**src/sv/mqp_pkg.sv**
```systemverilog
// Shared types, codes and constants for the MQTT packet parser.
package mqp_pkg;

    // Longest remaining-length field, in bytes
    localparam int unsigned LENGTH_MAX_BYTES = 4;
    localparam int unsigned LEN_CNT_W        = 3;

    // Control packet types that carry a decoded body
    localparam logic [3:0] KIND_PUBLISH = 4'd3;
    localparam logic [3:0] KIND_PUBACK  = 4'd4;

    // Continuation flag and value group of a length byte
    localparam logic [7:0] LEN_CONT_MASK = 8'h80;
    localparam logic [6:0] LEN_DATA_MASK = 7'h7F;

    // Parser phase
    typedef enum logic [3:0] {
        PH_FIRST   = 4'd0,
        PH_LEN     = 4'd1,
        PH_ACK_ID  = 4'd2,
        PH_TLEN    = 4'd3,
        PH_TOPIC   = 4'd4,
        PH_PUB_ID  = 4'd5,
        PH_PAYLOAD = 4'd6,
        PH_IGNORE  = 4'd7
    } phase_t;

    // Byte class codes
    typedef enum logic [2:0] {
        CLS_HEADER    = 3'd0,
        CLS_LENGTH    = 3'd1,
        CLS_TOPIC_LEN = 3'd2,
        CLS_TOPIC     = 3'd3,
        CLS_MSG_ID    = 3'd4,
        CLS_PAYLOAD   = 3'd5,
        CLS_IGNORED   = 3'd6
    } byte_class_t;

    // Parse status codes
    typedef enum logic [1:0] {
        ST_OK        = 2'd0,
        ST_LEN_LONG  = 2'd1,
        ST_TRUNCATED = 2'd2
    } status_t;

    // Per-packet parser state
    typedef struct packed {
        phase_t                 phase;
        logic [3:0]             kind;
        logic [1:0]             qos;
        logic [27:0]            length_acc;
        logic [LEN_CNT_W-1:0]   len_cnt;
        logic [15:0]            topic_len;
        logic [15:0]            topic_cnt;
        logic [15:0]            id;
        logic                   half;
        logic [7:0]             high_latch;
        status_t                status;
    } state_t;

    // One result item
    typedef struct packed {
        logic [7:0]   byte_value;
        byte_class_t  byte_class;
        logic [3:0]   packet_kind;
        logic [1:0]   qos_level;
        logic [27:0]  remaining_length;
        logic [15:0]  topic_length;
        logic [15:0]  message_id;
        logic         packet_end;
        status_t      parse_status;
    } result_t;

endpackage

```
**src/sv/mqtt_packet_parser.sv**
```systemverilog
// Top level of the MQTT packet parser: input register, decoder and result register.
// An accepted input byte passes through the input register and the decoder into the result register.
// Throughput: one byte per cycle while the m_ side takes results; m_tready low holds
// both stages. The parser state loops back through the decoder alone, and both register stages advance together.
// Reset: aresetn (synchronous, active low) empties both stages and returns
// the parser to expecting the first byte with all packet fields cleared.
module mqtt_packet_parser (
    input  logic        aclk,
    input  logic        aresetn,
    input  logic        s_tvalid,
    output logic        s_tready,
    input  logic [7:0]  s_tdata,   // [7:0] data_byte
    input  logic        s_tlast,   // last_byte
    output logic        m_tvalid,
    input  logic        m_tready,
    output logic [79:0] m_tdata,   // [7:0] byte_value, [10:8] byte_class,
                                   // [14:11] packet_kind, [16:15] qos_level,
                                   // [44:17] remaining_length, [60:45] topic_length,
                                   // [76:61] message_id, [78:77] parse_status, [79] zero
    output logic        m_tlast    // packet_end
);
    import mqp_pkg::*;

    logic        in_vld_reg;
    logic [7:0]  in_byte_reg;
    logic        in_last_reg;
    logic        out_vld_reg;
    result_t     out_reg;
    state_t      state_reg;
    state_t      state_next;
    result_t     result_next;
    logic        advance;

    // Move the held request into the result stage when that stage is free
    assign advance  = in_vld_reg && (!out_vld_reg || m_tready);
    assign s_tready = !in_vld_reg || advance;

    // Input stage
    always_ff @(posedge aclk) begin
        if (!aresetn) begin
            in_vld_reg <= 1'b0;
        end else if (s_tready) begin
            in_vld_reg <= s_tvalid;
        end
        if (s_tready && s_tvalid) begin
            in_byte_reg <= s_tdata;
            in_last_reg <= s_tlast;
        end
    end

    mqp_decode u_decode (
        .cur_state (state_reg),
        .data_byte (in_byte_reg),
        .last_byte (in_last_reg),
        .nxt_state (state_next),
        .result    (result_next)
    );

    // Parser state: update once per byte that advances
    always_ff @(posedge aclk) begin
        if (!aresetn) begin
            state_reg.phase      <= PH_FIRST;
            state_reg.kind       <= '0;
            state_reg.qos        <= '0;
            state_reg.length_acc <= '0;
            state_reg.len_cnt    <= '0;
            state_reg.topic_len  <= '0;
            state_reg.topic_cnt  <= '0;
            state_reg.id         <= '0;
            state_reg.half       <= 1'b0;
            state_reg.high_latch <= '0;
            state_reg.status     <= ST_OK;
        end else if (advance) begin
            state_reg <= state_next;
        end
    end

    // Result stage: hold until the downstream side takes it
    always_ff @(posedge aclk) begin
        if (!aresetn) begin
            out_vld_reg <= 1'b0;
        end else if (advance) begin
            out_vld_reg <= 1'b1;
        end else if (m_tready) begin
            out_vld_reg <= 1'b0;
        end
        if (advance) begin
            out_reg <= result_next;
        end
    end

    assign m_tvalid = out_vld_reg;
    assign m_tlast  = out_reg.packet_end;
    assign m_tdata  = {1'b0,
                       out_reg.parse_status,
                       out_reg.message_id,
                       out_reg.topic_length,
                       out_reg.remaining_length,
                       out_reg.qos_level,
                       out_reg.packet_kind,
                       out_reg.byte_class,
                       out_reg.byte_value};

endmodule

```
**src/sv/mqp_decode.sv**
```systemverilog
// Combinational byte decoder: next parser state and result for one byte.
module mqp_decode (
    input  mqp_pkg::state_t  cur_state,
    input  logic [7:0]       data_byte,
    input  logic             last_byte,
    output mqp_pkg::state_t  nxt_state,
    output mqp_pkg::result_t result
);
    import mqp_pkg::*;

    state_t      st;
    byte_class_t cls;
    logic [15:0] pair_val;
    logic [15:0] topic_cnt_inc;
    logic [27:0] len_group;
    phase_t      body_ph;
    phase_t      after_topic_ph;

    // Assemble a big-endian pair from the latched high byte
    assign pair_val      = {cur_state.high_latch, data_byte};
    assign topic_cnt_inc = cur_state.topic_cnt + 16'd1;

    // Place the length group at its 7-bit position
    always_comb begin
        unique case (cur_state.len_cnt[1:0])
            2'd0:    len_group = {21'd0, data_byte[6:0] & LEN_DATA_MASK};
            2'd1:    len_group = {14'd0, data_byte[6:0] & LEN_DATA_MASK, 7'd0};
            2'd2:    len_group = {7'd0, data_byte[6:0] & LEN_DATA_MASK, 14'd0};
            default: len_group = {data_byte[6:0] & LEN_DATA_MASK, 21'd0};
        endcase
    end

    // Phase after the length field and after the topic
    always_comb begin
        priority if (cur_state.kind == KIND_PUBACK) begin
            body_ph = PH_ACK_ID;
        end else if (cur_state.kind == KIND_PUBLISH) begin
            body_ph = PH_TLEN;
        end else begin
            body_ph = PH_IGNORE;
        end
        priority if (cur_state.qos == 2'd0) begin
            after_topic_ph = PH_PAYLOAD;
        end else if (cur_state.qos == 2'd1) begin
            after_topic_ph = PH_PUB_ID;
        end else begin
            after_topic_ph = PH_IGNORE;
        end
    end

    // Advance the parser by one byte
    always_comb begin
        st  = cur_state;
        cls = CLS_IGNORED;
        unique case (cur_state.phase)
            PH_FIRST: begin
                cls           = CLS_HEADER;
                st.kind       = data_byte[7:4];
                st.qos        = data_byte[2:1];
                st.length_acc = '0;
                st.len_cnt    = '0;
                st.topic_len  = '0;
                st.topic_cnt  = '0;
                st.id         = '0;
                st.half       = 1'b0;
                st.high_latch = '0;
                st.status     = ST_OK;
                st.phase      = PH_LEN;
            end
            PH_LEN: begin
                cls = CLS_LENGTH;
                if (cur_state.len_cnt >= LEN_CNT_W'(LENGTH_MAX_BYTES)) begin
                    if (cur_state.status == ST_OK) begin
                        st.status = ST_LEN_LONG;
                    end
                    st.phase = PH_IGNORE;
                end else begin
                    st.length_acc = cur_state.length_acc | len_group;
                    st.len_cnt    = cur_state.len_cnt + LEN_CNT_W'(1);
                    if ((data_byte & LEN_CONT_MASK) == 8'd0) begin
                        st.phase = body_ph;
                    end
                end
            end
            PH_ACK_ID, PH_PUB_ID: begin
                cls = CLS_MSG_ID;
                if (!cur_state.half) begin
                    st.high_latch = data_byte;
                    st.half       = 1'b1;
                end else begin
                    st.half  = 1'b0;
                    st.id    = pair_val;
                    st.phase = (cur_state.phase == PH_ACK_ID) ? PH_IGNORE : PH_PAYLOAD;
                end
            end
            PH_TLEN: begin
                cls = CLS_TOPIC_LEN;
                if (!cur_state.half) begin
                    st.high_latch = data_byte;
                    st.half       = 1'b1;
                end else begin
                    st.half      = 1'b0;
                    st.topic_len = pair_val;
                    st.topic_cnt = '0;
                    st.phase     = (pair_val != 16'd0) ? PH_TOPIC : after_topic_ph;
                end
            end
            PH_TOPIC: begin
                cls          = CLS_TOPIC;
                st.topic_cnt = topic_cnt_inc;
                if (topic_cnt_inc >= cur_state.topic_len) begin
                    st.phase = after_topic_ph;
                end
            end
            PH_PAYLOAD: begin
                cls = CLS_PAYLOAD;
            end
            default: begin
                cls      = CLS_IGNORED;
                st.phase = PH_IGNORE;
            end
        endcase

        // Close the buffer: flag an early end and wait for a new header
        if (last_byte) begin
            if (st.status == ST_OK &&
                (st.phase == PH_LEN || st.phase == PH_ACK_ID || st.phase == PH_TLEN ||
                 st.phase == PH_TOPIC || st.phase == PH_PUB_ID)) begin
                st.status = ST_TRUNCATED;
            end
            st.phase = PH_FIRST;
            st.half  = 1'b0;
        end
    end

    assign nxt_state = st;

    // Result fields
    always_comb begin
        result.byte_value       = data_byte;
        result.byte_class       = cls;
        result.packet_kind      = st.kind;
        result.qos_level        = st.qos;
        result.remaining_length = st.length_acc;
        result.topic_length     = st.topic_len;
        result.message_id       = st.id;
        result.packet_end       = last_byte;
        result.parse_status     = st.status;
    end

endmodule

```
**config.mk**
```make
export PLATFORM = sky130hd
export DESIGN_NAME = mqtt_packet_parser
export DESIGN_NICKNAME = d
export VERILOG_FILES = /design/src/sv/mqp_pkg.sv /design/src/sv/mqtt_packet_parser.sv /design/src/sv/mqp_decode.sv
export SDC_FILE = /design/constraint.sdc
export NUM_CORES = 1
export LEC_CHECK = 0
export BUFFER_PORTS_ARGS = -buffer_cell sky130_fd_sc_hd__buf_4
export CAP_MARGIN = 20
export CORE_ASPECT_RATIO = 0.75
export CORE_UTILIZATION = 53
export DETAILED_ROUTE_END_ITERATION = 12
export PLACE_DENSITY = 0.84
export SETUP_SLACK_MARGIN = 0.4
export SLEW_MARGIN = 10
export SYNTH_ARGS = -nofsm -noshare
export SYNTH_HDL_FRONTEND = slang
export SYNTH_SLANG_ARGS = --single-unit
```
**constraint.sdc**
```tcl
create_clock -name aclk -period 3.7 [get_ports aclk]
set_clock_uncertainty 0.2 [all_clocks]
set_input_delay 0.185 -clock aclk [delete_from_list [all_inputs] [get_ports aclk]]
set_output_delay 0.185 -clock aclk [all_outputs]
set_load 0.05 [all_outputs]
```
# After elaboration in Yosys (flattened, before gate mapping)
# Cells that the tools add are included.
[op_classes]
n_eq_ne = 19
n_mux = 34
reduce_logical = 29
bitwise = 1
add_sub_neg = 2
n_lt_le_gt_ge = 2
[op_table]
columns = ["cell", "count"]
rows = [
  ["28-bit one-hot mux with 3 select lines", 1],
  ["16-bit one-hot mux with 2 select lines", 2],
  ["31-bit one-hot mux with 2 select lines", 1],
  ["16-bit one-hot mux with 3 select lines", 1],
  ["32-bit two-way mux", 1],
  ["4-bit two-way mux", 8],
  ["31-bit two-way mux", 1],
  ["28-bit bitwise OR", 1],
  ["4-bit by 3-bit equality test with 1-bit output, second input constant", 6],
  ["4-bit one-hot mux with 6 select lines", 1],
  ["4-bit by 2-bit equality test with 1-bit output, second input constant", 5],
  ["3-bit one-hot mux with 6 select lines", 1],
  ["9-bit one-hot mux with 2 select lines", 1],
  ["16-bit by 1-bit adder with 16-bit output, second input constant", 1],
  ["16-bit >= comparator", 1],
  ["16-bit two-way mux", 1],
  ["16-bit nonzero test", 1],
  ["2-bit two-way mux", 5],
  ["3-bit AND reduction", 3],
  ["4-bit by 1-bit equality test with 1-bit output, second input constant", 2],
  ["2-bit logical NOT", 4],
  ["8-bit logical NOT", 1],
  ["8-bit two-way mux", 1],
  ["1-bit logical OR", 6],
  ["other kinds (17)", 31],
]
[word_totals]
output_inout_bits = 83
in_bits = 13
register_bits = 191
elab_cells = 111

# Longest topological paths before layout
# Gate-level depths: netlist (run 1).
[logic_depth]
ltp_word = 14
depth_mapped = 14
depth_no_buf = 13

# Cells and area by module
# A second synthesis (run 1) with hierarchy kept.
[hier_totals]
hier_cells = 976
area_unflattened_um2 = 9743.1
[by_module_without_submodules]
columns = ["mod", "seq_area_each_um2", "instances", "area_per_inst_um2", "cells_each"]
rows = [
  ["mqtt_packet_parser", 4714.5, 1, 6786.5, 533],
  ["mqp_decode", 0.0, 1, 2956.6, 443],
]

# Least setup slack after synthesis (run 1)
# Ideal clock, no wire load.
[synth_path]
path_type = "register to register"
start = "register out_vld_reg (netlist: m_tvalid)"
end = "register out_reg, in the netlist m_tdata[0], enable pin"
arrival_time_ps = 3622
synth_period_minus_slack_ps = 4298
n_path_buf = 3
t_required_ps = 3025
setup_time_ps = 475
slack_ps = -598
path_stages_with_launch = 7
cell_sequence = "dfxtp_1 nor2b_1 nand2b_1 buf_4 clkinv_1 buf_2 clkbuf_1"
[synth_via]
elab_chain_len = 3
[synth_rtl]
columns = ["element", "line", "text"]
rows = [
  ["start, declared", "mqtt_packet_parser.sv:27", "logic out_vld_reg;"],
  ["start signal, assigned", "mqtt_packet_parser.sv:81", "out_vld_reg <= 1'b0;"],
  ["start signal, assigned", "mqtt_packet_parser.sv:83", "out_vld_reg <= 1'b1;"],
  ["start signal, assigned", "mqtt_packet_parser.sv:85", "out_vld_reg <= 1'b0;"],
  ["1-bit logical NOT", "mqtt_packet_parser.sv:35", "assign advance = in_vld_reg && (!out_vld_reg || m_tready);"],
  ["1-bit logical OR", "mqtt_packet_parser.sv:35", ""],
  ["1-bit logical AND", "mqtt_packet_parser.sv:35", ""],
  ["via advance", "mqtt_packet_parser.sv:32", "logic advance;"],
  ["end signal, assigned", "mqtt_packet_parser.sv:88", "out_reg <= result_next;"],
  ["end, declared", "mqtt_packet_parser.sv:28", "result_t out_reg;"],
]
# The timed path passes the listed nets, and every way through them passes these cells.
# A chain may end at the register's enable or synchronous reset.

# Worst setup path in the final report (run 1)
[layout_path]
start = "register state_reg[27] (netlist name)"
end = "register state_reg[96] (netlist name)"
[layout_via]
elab_chain_len = 5
[layout_rtl]
columns = ["element", "line", "text"]
rows = [
  ["start, declared", "mqtt_packet_parser.sv:29", "state_t state_reg;"],
  ["start signal, assigned", "mqtt_packet_parser.sv:74", "state_reg <= state_next;"],
  ["16-bit by 1-bit adder with 16-bit output", "mqp_decode.sv:21", "assign topic_cnt_inc = cur_state.topic_cnt + 16'd1;"],
  ["16-bit >= comparator", "mqp_decode.sv:111", "if (topic_cnt_inc >= cur_state.topic_len) begin"],
  ["4-bit two-way mux", "mqp_decode.sv:111", ""],
  ["4-bit one-hot mux with 6 select lines", "mqp_decode.sv:55", "unique case (cur_state.phase)"],
  ["4-bit two-way mux", "mqp_decode.sv:125", "if (last_byte) begin"],
]
# No other way between the ends.

==> results of run 1 <==
-- cells in the mapped netlist, types with 3 or more instances --
master / number / share of area
edfxtp_1: 89 / 0.32
a21oi_1: 74 / 0.045
and3_1: 7 / 0.0053
clkbuf_1: 30 / 0.014
and2_1: 4 / 0.0030
nor4_1: 5 / 0.0038
nor2b_1: 5 / 0.0038
a22oi_1: 11 / 0.0099
buf_2: 27 / 0.016
nand3b_1: 3 / 0.0027
nand2_1: 109 / 0.049
xor2_1: 6 / 0.0063
dfxtp_1: 102 / 0.25
nand2b_1: 4 / 0.0030
a221oi_1: 17 / 0.018
o21a_1: 5 / 0.0045
nor2_1: 120 / 0.054
a31oi_1: 31 / 0.023
nand3_1: 7 / 0.0042
a211oi_1: 3 / 0.0027
buf_4: 4 / 0.0036
a21boi_0: 3 / 0.0027
nor3_1: 25 / 0.015
ha_1: 22 / 0.033
o21ai_0: 15 / 0.0090
o31ai_1: 17 / 0.015
inv_1: 23 / 0.010
xnor2_1: 8 / 0.0084
a22o_1: 16 / 0.017
-- power breakdown --
part           switching, uW  total, uW  internal [uW]
Clock                    838       1720            886
Sequential              61.3       2340           2270
Combinational            317        441            124
Total                   1220       4500           3280
-- worst register-to-register path, delay by kind of cell (launching register included) --
family	cells	cell delay, ns
adder cells (fa/ha/maj)	2	0.46
XOR/XNOR	1	0.16
flip-flops	1	0.38
buffers and inverters	1	0.15
AND/OR/NAND/NOR	6	0.87
AO/OA/AOI/OAI	4	0.97
-- cell type report --
cell class / instances / area (um^2) / share of cell area
clock buffer: 18 / 429.2 / 0.04316
clock inverter: 14 / 131.4 / 0.01321
inverter: 25 / 96.34 / 0.009688
multi-input combinational: 560 / 3332 / 0.3351
sequential: 191 / 4727 / 0.4753
tap: 205 / 256.5 / 0.02579
timing repair buffer: 123 / 972.2 / 0.09776
-- logic make-up after synthesis --
kind of cell / synth area share
multiplexers: 0.002560
other: 0.0004513
AND/OR/NAND/NOR: 0.1685
AO/OA/AOI/OAI: 0.1676
XOR/XNOR: 0.01476
adder cells (fa/ha/maj): 0.03313
buffers and inverters: 0.04563
flip-flops: 0.5674
-- stage by stage --
step           instance area [um^2]  worst slack [ns]  instances  utilization
6_report                       9945            0.3940       1136       0.6511
5_1_grt                        9945            0.2517       1136       0.6511
4_1_cts                        9811            0.4187       1132       0.6423
2_1_floorplan                  8310            0.4436        839            -
3_3_place_gp                   9097            0.2303       1087       0.5956
3_5_place_dp                   9097           0.09430       1087       0.5956
-- what timing repair did --
item | 4_1_cts | 5_1_grt
gates resized for setup | 7 | 23
buffers inserted | 0 | 4
setup endpoints to repair | 4 | 4
pin swaps | 2 | 9
hold endpoints to repair | 19 | 0
hold buffers | 13 | 0
-- routing by layer --
| layer | wire length (um) | GRT usage | up-vias |
|---|---|---|---|
| met5 | 0 | 0 | - |
| met4 | 378 | 0.09167 | 0 |
| met3 | 1470 | 0.05331 | 39 |
| met2 | 8617 | 0.3457 | 288 |
| met1 | 8972 | 0.3447 | 3132 |
| li1 | - | - | 3163 |
-- worst min-delay path by stage --
stage | from | end | slack, ns | cells past startpoint
floorplan | s_tdata[0] | in_byte_reg[0] | 0.08 | 0
global placement | s_tlast | in_last_reg | 0.16 | 1
detailed placement | s_tdata[1] | in_byte_reg[1] | 0.16 | 1
CTS | s_tlast | in_last_reg | 0.25 | 2
global route | s_tlast | in_last_reg | 0.25 | 2
finish | state_reg[52] | state_reg[52] | 0.25 | 2
==> summary.txt, run 1 <==
Outcome: finished clean
Reg-to-reg critical path endpoint: state_reg[96]
Worst setup startpoint: state_reg[27]
Slew @ Worst Pin: 0.9549 ns
Clock transition at path regs: 0.07 ns
Ant diodes: 0
CTS tree: yes
Clock sink count: 191
Die span in x: 146.6 um
Synth-to-Final Area Change: 19.68%
RSZ-0062 raised after global routing: yes
Cell type of the slowest stage on the worst timing path: a211oi_1
Worst rel slew slack: 0.3634
TritonRoute pass-1 iters: 5
CP Capture Type: flip-flop
Initial antenna violation count: 0
Fillers: 1155
# setup viols final: 0
Cells on worst reg2reg path: 14
FP Rows: 39
DR iter-0 viols: 670
Num CTS Buffers: 17
Ys Warns: 0
Max reg flops: 100
Crit path to: state_reg[96]
H-Tree Depth: 4
Syn Nets: 874
Mapped Area: 8309 um^2
Core area: 15270 um^2
Number of synthesized flops with an enable pin: 89
Commonest non-fill, non-tap cells in the layout: nor2_1, nand2_1, buf_4
Max Fclk: 302.5 MHz
Final Hold Fails: 0
Crit share post-route: 0.8935
Die area: 16190 um^2
Final min period: 3.306 ns
Die Y: 110.4 um
Cell count after synthesis: 839
WP depth: 14
Pin count of the biggest net entering global routing: 80
Worst-path cell chain: ha_4 -> and3_4 -> and3_4 -> and3_4 -> nand3_4 -> xnor2_2 -> ha_1 -> nand2_1 -> nor2_1 -> a211oi_1 -> a31oi_4 -> buf_6 -> a2111oi_4 -> o21ai_1
Antenna Nets Post-Route: 0
Slowest stage delay, CP: 0.42 ns
Worst-Skew Late Latency: 0.44 ns
Avg Inst Size Synth: 9.904 um^2
Top_reg_cell synth: dfxtp_1
Total gr overflow: 0
Via count: 6622
Sequential fraction of the synthesis area: 0.5674
Netlist cell types: 67
Worst EP required: 3.82 ns
DPL Wire Length: 11900 um
CTS root buf: clkbuf_16
Max_cap viols: 0
#FFs+latches synth: 191
Routability cong.: 0.8824
DRC viols: 0
Total Routing Usage GR: 0.2378
Final nets: 953
Routed WL per cell: 17.11 um
CP startpoint kind: flip-flop
Crit-path leading delay family: compound AO/OA/AOI/OAI gates
PwrDens: 452.6 nW/um^2
Hold_ws: 0.2542 ns
Critical setup path kind: flip-flop to flip-flop
Worst VDD drop: 0.3551 mV
Worst path most repeated cell: and3_4
Vias/cell: 5.829
CTS Buffer Depth: 2
Vias in the first global route: 5880
Crit path max fanout: 5
Setup tns final: 0 ns
Post-synth ARST share: 0
Power Total: 4501 uW
Setup slack, reg-to-reg: 0.39 ns
Starting Density: 0.5440
WL final: 19440 um
Reg2reg start: state_reg[27]
Commonest non-fill, non-tap cell in the layout: nor2_1
Critical Path AT: 3.42 ns
Worst path bufs/invs: 1
Leakage Power: 0.003618 uW
Layout cell share with drive strength beyond 1: 0.1880
Num ports: 96
Hold Crit Class: flip-flop to flip-flop
Global-route wire length before repair: 30190 um
I/O Buffers: 94
Slew Limit Fails: 0
Note: power is estimated with default switching activity, not from simulation.
==> inputs of run 2 (changes only) <==
--- a/config.mk
+++ b/config.mk
@@ -7,8 +7,10 @@
 export LEC_CHECK = 0
 export BUFFER_PORTS_ARGS = -buffer_cell sky130_fd_sc_hd__buf_4
 export CAP_MARGIN = 20
+export CELL_PAD_IN_SITES_DETAIL_PLACEMENT = 1
+export CELL_PAD_IN_SITES_GLOBAL_PLACEMENT = 1
 export CORE_ASPECT_RATIO = 0.75
-export CORE_UTILIZATION = 53
+export CORE_UTILIZATION = 41
 export DETAILED_ROUTE_END_ITERATION = 12
 export PLACE_DENSITY = 0.84
 export SETUP_SLACK_MARGIN = 0.4
==> summary.txt, run 2 (synthesized netlist as in run 1, its figures left out) <==
Ant diodes: 0 (unchanged)
Routed WL per cell: 21.12 um (+23%)
CTS Buffer Depth: 2 (unchanged)
Die Y: 125.3 um (+13%)
Slew @ Worst Pin: 1.044 ns (+0.08911 ns)
Total Routing Usage GR: 0.2412 (+0.003401)
Worst-path cell chain: ha_4 -> and3_4 -> and3_4 -> nand3_2 -> nor2_2 -> xor2_1 -> ha_1 -> nand2_1 -> o21ai_0 -> a22oi_1 -> a31oi_4 -> buf_4 -> a2111oi_2 -> o21ai_1
Max_cap viols: 0 (unchanged)
Slew Limit Fails: 0 (unchanged)
Hold Crit Class: input port to flip-flop
Worst path most repeated cell: and3_4
Num ports: 96 (unchanged)
Setup tns final: 0 ns (unchanged)
Max reg flops: 100 (unchanged)
TritonRoute pass-1 iters: 9 (+4)
Starting Density: 0.4240 (-0.1201)
Vias/cell: 5.784 (-0.78%)
Final nets: 971 (+1.9%)
Power Total: 4680 uW (+4.0%)
RSZ-0062 raised after global routing: yes
Leakage Power: 0.003741 uW (+3.4%)
PwrDens: 459.7 nW/um^2 (+1.6%)
Post-Place Cells: 1144 (+5.2%)
Total gr overflow: 0 (unchanged)
Critical setup path kind: flip-flop to flip-flop
Core area: 19600 um^2 (+28%)
H-Tree Depth: 4 (unchanged)
Worst EP required: 3.82 ns (about the same)
Outcome: complete, but fails checks
Commonest non-fill, non-tap cell in the layout: buf_4
DPL Wire Length: 15990 um (+34%)
Vias in the first global route: 6810 (+16%)
Die span in x: 166.4 um (+14%)
Antenna Nets Post-Route: 0 (unchanged)
Pin count of the biggest net entering global routing: 65 (-19%)
Die area: 20850 um^2 (+29%)
Crit-path leading delay family: compound AO/OA/AOI/OAI gates
Failing checks: DRC
# setup viols final: 0 (unchanged)
CTS tree: yes
Worst path bufs/invs: 1 (unchanged)
Final Hold Fails: 0 (unchanged)
WL final: 25380 um (+31%)
Placed Area: 9231 um^2 (+1.5%)
Cell type of the slowest stage on the worst timing path: dfxtp_4
Layout cell share with drive strength beyond 1: 0.2076 (+0.01962)
Worst VDD drop: 0.2038 mV (-43%)
FP Rows: 44 (+13%)
Slowest stage delay, CP: 0.38 ns (-0.04 ns)
CP Capture Type: flip-flop
Via count: 6952 (+5.0%)
Num CTS Buffers: 17 (unchanged)
Routability cong.: 0.8491 (-3.8%)
Hold_ws: 0.2575 ns (+0.003264 ns)
DRC viols: 10 (+10)
Worst rel slew slack: 0.3040 (-0.05940)
Final min period: 3.429 ns (+0.1234 ns)
Global-route wire length before repair: 38540 um (+28%)
Max Fclk: 291.6 MHz (-3.6%)
Initial antenna violation count: 0 (unchanged)
Worst-Skew Late Latency: 0.45 ns (about the same)
Clock transition at path regs: 0.08 ns (about the same)
DR iter-0 viols: 686 (+2.4%)
I/O Buffers: 94 (unchanged)
CP startpoint kind: flip-flop
Commonest non-fill, non-tap cells in the layout: buf_4, nor2_1, nand2_1
Crit share post-route: 0.9269 (+0.03334)
CTS root buf: clkbuf_16
Clock sink count: 191 (unchanged)
Synth-to-Final Area Change: 22.53%
Critical Path AT: 3.54 ns (+0.12 ns)
Post-Layout Cell Count: 1202 (+5.8%)
Crit path max fanout: 4 (-1)
Final Cell Area: 10180 um^2 (+2.4%)
==> run 2: path summary, 6_finish.rpt <==
kind	from	to	slack (ns)	cells after the start
worst max-delay path	state_reg[28]	state_reg[96]	0.27	14
worst min-delay path	s_tlast	in_last_reg	0.26	2
worst max register to register	state_reg[28]	state_reg[96]	0.27	14
worst min register to register	state_reg[47]	state_reg[47]	0.26	2
==> run 2: what timing repair did <==
item | in CTS | in global routing
setup buffers | 0 | 13
endpoints found under the hold margin | 20 | 0
setup endpoints to repair | 4 | 4
gates cloned | 0 | 0
pin swaps | 2 | 12
gates resized for setup | 10 | 21
hold buffers | 13 | 0
==> run 2: power breakdown <==
group          internal, uW  switching (uW)
Combinational           129             351
Sequential             2270            53.3
Clock                   945             928
==> run 2: cell type report <==
type,count,area (um^2)
fill,2167,9418
sequential,191,4722
multi-input combinational,560,3353
timing repair buffer,141,1107
clock buffer,19,454.2
tap,253,316.6
clock inverter,13,131.4
inverter,25,96.34
==> run 2: stage by stage <==
| stage | utilization | worst slack, ns |
|---|---|---|
| 6_report | 0.5195 | 0.2706 |
| 5_1_grt | 0.5195 | 0.1987 |
| 4_1_cts | 0.5091 | 0.3906 |
| 3_5_place_dp | 0.4710 | 0.001513 |
| 3_3_place_gp | 0.4710 | 0.1825 |
| 2_1_floorplan | - | 0.4436 |
==> run 2: per-layer routing <==
layer	up-vias	share of wire	wire (um)	global-route usage
met4	0	0.021	533	0.08606
li1	3196	-	-	-
met1	3492	0.45	11460	0.3257
met3	40	0.056	1429	0.05445
met5	-	0	0	0
met2	224	0.47	11960	0.3814
